`config.mk`:
```
export PLATFORM = sky130hd
export DESIGN_NAME = ersi_ctrl
export DESIGN_NICKNAME = d
export VERILOG_FILES = /design/src/rtl/ersi_pkg.sv /design/src/rtl/ersi_ctrl.sv
export SDC_FILE = /design/constraint.sdc
export NUM_CORES = 1
export LEC_CHECK = 0
export BUFFER_PORTS_ARGS = -buffer_cell sky130_fd_sc_hd__buf_4
export CORE_MARGIN = 3
export CORE_UTILIZATION = 53
export CTS_CLUSTER_DIAMETER = 200
export DETAILED_ROUTE_END_ITERATION = 10
export HOLD_SLACK_MARGIN = 0.08
export PLACE_DENSITY_LB_ADDON = 0.3
export SKIP_LAST_GASP = 1
export SYNTH_ARGS = -nofsm -noshare
export SYNTH_HDL_FRONTEND = slang
export SYNTH_SLANG_ARGS = --single-unit
```
`constraint.sdc`:
```
create_clock -name clock -period 5.05 [get_ports clock]
set_input_delay 1.01 -clock clock [delete_from_list [all_inputs] [get_ports clock]]
set_output_delay 1.01 -clock clock [all_outputs]
set_load 0.01 [all_outputs]
```
`src/rtl/ersi_pkg.sv`:
```
// ----------------------------------------------------------------------------
// ersi_pkg
// Shared types and constants of the ema relative strength index block:
// fixed-point constants, register indexes and controller/datapath structs.
// ----------------------------------------------------------------------------
package ersi_pkg;

   localparam int FACTOR_WIDTH    = 17;
   localparam int RSI_WIDTH       = 15;
   localparam int CSR_INDEX_WIDTH = 1;
   localparam int MAC_CHUNK       = 24;
   localparam int Q16_BITS        = 16;
   localparam int SUM_LIMIT_BITS  = 48;
   localparam int DIV_CNT_WIDTH   = $clog2(RSI_WIDTH);

   // 25600 = 2^14 + 2^13 + 2^10
   localparam int RSI_SHIFT_HI  = 14;
   localparam int RSI_SHIFT_MID = 13;
   localparam int RSI_SHIFT_LO  = 10;

   localparam logic [FACTOR_WIDTH-1:0] ONE_Q16               = 17'h10000;
   localparam logic [FACTOR_WIDTH-1:0] ROUND_HALF            = 17'h08000;
   localparam logic [FACTOR_WIDTH-1:0] SMOOTHING_LONG_RESET  = 17'd6242;
   localparam logic [FACTOR_WIDTH-1:0] SMOOTHING_SHORT_RESET = 17'd9362;

   localparam logic [RSI_WIDTH-1:0] RSI_FULL = 15'd25600;

   localparam logic [CSR_INDEX_WIDTH-1:0] CSR_SMOOTHING_LONG  = 1'b0;
   localparam logic [CSR_INDEX_WIDTH-1:0] CSR_SMOOTHING_SHORT = 1'b1;

   typedef struct packed {
      logic accept;
      logic mac_init;
      logic mac_step;
      logic blend_write;
      logic channel;
      logic down_side;
      logic norm_load;
      logic norm_shift;
      logic div_load;
      logic div_step;
      logic div_capture;
      logic out_load;
   } ersi_cmd_type;

   typedef struct packed {
      logic restart;
      logic first_delta;
      logic mac_last;
      logic sum_big;
   } ersi_status_type;

   function automatic logic [FACTOR_WIDTH-1:0] sat_factor(
      input logic [FACTOR_WIDTH-1:0] value
   );
      return (value > ONE_Q16) ? ONE_Q16 : value;
   endfunction

endpackage

```
`src/rtl/ersi_ctrl.sv`:
```
// ----------------------------------------------------------------------------
// ersi_ctrl
// Controller: sequences the four ema blends, the sum normalization and the
// shared divider for both channels, and owns the handshake valid/ready.
// ----------------------------------------------------------------------------
module ersi_ctrl (
   input  logic                       clock,
   input  logic                       reset,
   input  logic                       req_valid,
   output logic                       req_ready,
   output logic                       rsp_valid,
   input  logic                       rsp_ready,
   input  ersi_pkg::ersi_status_type  status,
   output ersi_pkg::ersi_cmd_type     cmd
);

   typedef enum logic [7:0] {
      S_IDLE    = 8'b00000001,
      S_MAC     = 8'b00000010,
      S_WRITE   = 8'b00000100,
      S_LOAD    = 8'b00001000,
      S_NORM    = 8'b00010000,
      S_DIV     = 8'b00100000,
      S_CAPTURE = 8'b01000000,
      S_OUT_Q   = 8'b10000000
   } ersi_state_type;

   ersi_state_type                        state_ff, state_in;
   logic [1:0]                            blend_ff, blend_in;
   logic                                  chan_ff, chan_in;
   logic [ersi_pkg::DIV_CNT_WIDTH-1:0]    div_cnt_ff, div_cnt_in;
   logic                                  rsp_valid_ff, rsp_valid_in;

   always_comb begin
      cmd        = '0;
      state_in   = state_ff;
      blend_in   = blend_ff;
      chan_in    = chan_ff;
      div_cnt_in = div_cnt_ff;
      req_ready  = 1'b0;
      unique case (state_ff)
         S_IDLE: begin
            req_ready = 1'b1;
            if (req_valid) begin
               cmd.accept   = 1'b1;
               cmd.mac_init = 1'b1;
               blend_in     = '0;
               chan_in      = 1'b0;
               if (status.restart) begin
                  state_in = S_IDLE;
               end else if (status.first_delta) begin
                  state_in = S_LOAD;
               end else begin
                  state_in = S_MAC;
               end
            end
         end
         S_MAC: begin
            cmd.channel   = blend_ff[1];
            cmd.down_side = blend_ff[0];
            cmd.mac_step  = 1'b1;
            if (status.mac_last) begin
               state_in = S_WRITE;
            end
         end
         S_WRITE: begin
            cmd.channel     = blend_ff[1];
            cmd.down_side   = blend_ff[0];
            cmd.blend_write = 1'b1;
            cmd.mac_init    = 1'b1;
            if (&blend_ff) begin
               state_in = S_LOAD;
            end else begin
               blend_in = blend_ff + 2'd1;
               state_in = S_MAC;
            end
         end
         S_LOAD: begin
            cmd.channel   = chan_ff;
            cmd.norm_load = 1'b1;
            state_in      = S_NORM;
         end
         S_NORM: begin
            cmd.channel = chan_ff;
            if (status.sum_big) begin
               cmd.norm_shift = 1'b1;
            end else begin
               cmd.div_load = 1'b1;
               div_cnt_in   = '0;
               state_in     = S_DIV;
            end
         end
         S_DIV: begin
            cmd.div_step = 1'b1;
            div_cnt_in   = div_cnt_ff + 1'b1;
            if (div_cnt_ff == ersi_pkg::DIV_CNT_WIDTH'(ersi_pkg::RSI_WIDTH - 1)) begin
               state_in = S_CAPTURE;
            end
         end
         S_CAPTURE: begin
            cmd.channel     = chan_ff;
            cmd.div_capture = 1'b1;
            if (!chan_ff) begin
               chan_in  = 1'b1;
               state_in = S_LOAD;
            end else begin
               state_in = S_OUT_Q;
            end
         end
         S_OUT_Q: begin
            if (!rsp_valid_ff || rsp_ready) begin
               cmd.out_load = 1'b1;
               state_in     = S_IDLE;
            end
         end
         default: begin
            state_in = S_IDLE;
         end
      endcase
   end

   always_comb begin
      if (cmd.out_load) begin
         rsp_valid_in = 1'b1;
      end else if (rsp_ready) begin
         rsp_valid_in = 1'b0;
      end else begin
         rsp_valid_in = rsp_valid_ff;
      end
   end

   always_ff @(posedge clock) begin
      if (reset) begin
         state_ff     <= S_IDLE;
         blend_ff     <= '0;
         chan_ff      <= 1'b0;
         div_cnt_ff   <= '0;
         rsp_valid_ff <= 1'b0;
      end else begin
         state_ff     <= state_in;
         blend_ff     <= blend_in;
         chan_ff      <= chan_in;
         div_cnt_ff   <= div_cnt_in;
         rsp_valid_ff <= rsp_valid_in;
      end
   end

   assign rsp_valid = rsp_valid_ff;

endmodule

```
==> results_dict.tcl <==
set metrics [dict create \
    period_share_pct 65.37 \
    drive_above_1_share_pct 20.42 \
    cp.arrival_ps 2290 \
    setup_viol 0 \
    netlist_instances 124 \
    clkTransAtPathRegs_ps 100 \
    ys_top_cells_by_count "dfxtp_1 (16), nor2_1 (13), inv_1 (9)" \
    drt-initial-drc-count 18 \
    synth_area_leader_cell "dfxtp_1" \
    path_cells "or4_1, or4_4, inv_1, a21oi_1, inv_1, buf_4" \
    status "completed" \
    clk_latency_ps 280 \
    grt_pass1_wl_um 3650 \
    critical_path_class "flip-flop to output port" \
    die_x_um 48.50 \
    route.vias.total 926 \
    h-tree-depth 1 \
    pwr_density_cell_nw_per_um2 276.7 \
    fp.dieH_um 48.50 \
    r2r-start "state_ff[3]" \
    grt_max_degree 14 \
    hold_viol_final 0 \
    ys_seq_area_share_pct 33.46 \
    rows 14 \
    drtAntennaViolNets 0 \
    synth_edf_count 0 \
    cts-hold-fix-buffers 0 \
    hold_start "blend_ff[0]" \
    fin_tns_setup_ps 0 \
    required_ps 4040 \
    worstMarginPinSlew_ps 691.9 \
    drc 0 \
    hp-class "flip-flop to flip-flop" \
    cap_violations 0 \
    vias_per_cell 5.578 \
    tritoncts "done" \
    n_fill_cell 123 \
    cts_buffer_depth 2 \
    grt_pass1_vias 883 \
    ys.flop_type "dfxtp_1" \
    critPathMaxFanout 7 \
    clock-sinks 16 \
    finalPower_uw 317.1 \
    path_common_cell "inv_1" \
    initial_core_util_pct 60.05 \
    post-synth-top-count-cell "dfxtp_1" \
    synthDistinctLibCells 38 \
    critPathMaxStageDelay_ps 680 \
    yosysWarnings 0 \
    period_needed_ps 3301 \
    synth_area_leaders "dfxtp_1 (33%), nor2_1 (5.1%), nand2b_1 (4.6%)" \
    relSlewSlack_pct 53.44 \
    grt-ovfl-total 0 \
    cts_buffers 3 \
    core_area_um2 1594 \
    routed_wl_um 2189 \
    layout.nets 154 \
    num_antenna_cells 0 \
    synth_top_area_share_pct 33.46 \
    drv_slew 0 \
    post_cts_resized 0 \
    fmax_ghz 0.3029 \
    synthesis.nets 135 \
    p_leak_uw 0.0005003 \
    hpwl_um 1710 \
    yosys_register_bits 16 \
    globalplace.congestion 0.9119 \
    critPathLaunch "state_ff[3]" \
    io_buffers 21 \
    pin_count 22 \
    dieArea_um2 2352 \
    syn_to_final_growth_pct 19.74 \
    fin_skew_ps 1.179 \
    cts_root_buf "clkbuf_4" \
    start_kind "flip-flop" \
    slowest_stage "or4_1" \
    async_flop_share_pct 0 \
    drtPass1Iterations 4 \
    syn_avg_cell_area_um2 7.719 \
    rsz0062_at_grt "false" \
    antenna_found_initial 0 \
    ir_drop_uv 342.7 \
    grt_usage_pct 19.08 \
    synthesis.area_um2 957.2 \
    endpoint_kind "output port" \
    wl_per_cell_um 13.19 \
    cts_setup_buffers 0 \
    fin_hold_ws_ps 514.0 \
]
sequential cells by signal, summed over array words and instances (netlist names):
register,flops
state_ff,8
rsp_valid,1
chan_ff,1
div_cnt_ff,4
blend_ff,2
final cells by class:
type | count | area, um2 | area share (%)
timing repair buffer | 21 | 157.7 | 13.76
tap | 24 | 30.03 | 2.620
sequential | 16 | 320.3 | 27.95
multi-input combinational | 92 | 568.0 | 49.56
clock buffer | 4 | 36.28 | 3.166
inverter | 9 | 33.78 | 2.948
path summary, 6_finish.rpt:
check | endpoint | slack, ps | cells past startpoint
worst min register to register | blend_ff[0] | 510 | 2
worst max-delay path | cmd[10] | 1750 | 6
worst min-delay path | blend_ff[0] | 510 | 2
worst max register to register | state_ff[2] | 2840 | 5
power breakdown:
part	leakage, uW	switching, uW	internal [uW]
combinational	0.000350	48.5	40.8
clock	0.0000210	43.2	43.9
sequential	0.000129	9.02	132
kinds of logic (layout without fill, tap and decap cells):
group                      Yosys count  after routing  synth area share (%)
DFF                                 16             16                 33.46
adders and majority gates            3              3                 3.922
and+or+nand+nor                     59             59                 33.46
AOI/OAI and AO/OA                   27             27                 19.22
buffers and inverters               16             34                 7.188
xor gates and xnor gates             3              3                 2.746
layout by cell type (no fill, tap or decap), drive strengths merged, types with 6 or more instances in the layout:
master,n
inv,9
nand2b,7
buf,21
dfxtp,16
nor2,13
nand2,6
nor3,7
nand3,7
a21oi,7
worst max-delay path, delay by kind of cell (launching register included):
kind | cells | cell delay [ps]
AOI/OAI and AO/OA | 1 | 90
DFF | 1 | 370
buffers and inverters | 3 | 320
and+or+nand+nor | 2 | 1230
layer usage:
| layer | global-route usage [%] | share of wire, % | vias to the layer above |
|---|---|---|---|
| met1 | 22.81 | 43 | 418 |
| met5 | 0 | 0 | - |
| met4 | 5.687 | 1.3 | 0 |
| met2 | 34.63 | 50 | 32 |
| met3 | 3.374 | 5.4 | 4 |
| li1 | - | - | 472 |
through the flow:
step           util, %  setup slack [ps]  cell area (um2)  cells
2_1_floorplan        -              2206            957.2    124
3_3_place_gp     69.62              2143             1110    162
3_5_place_dp     69.62              2091             1110    162
4_1_cts          71.90              1754             1146    166
5_1_grt          71.90              1594             1146    166
6_report         71.90              1749             1146    166
No activity file was read; power rests on OpenSTA's default activity.
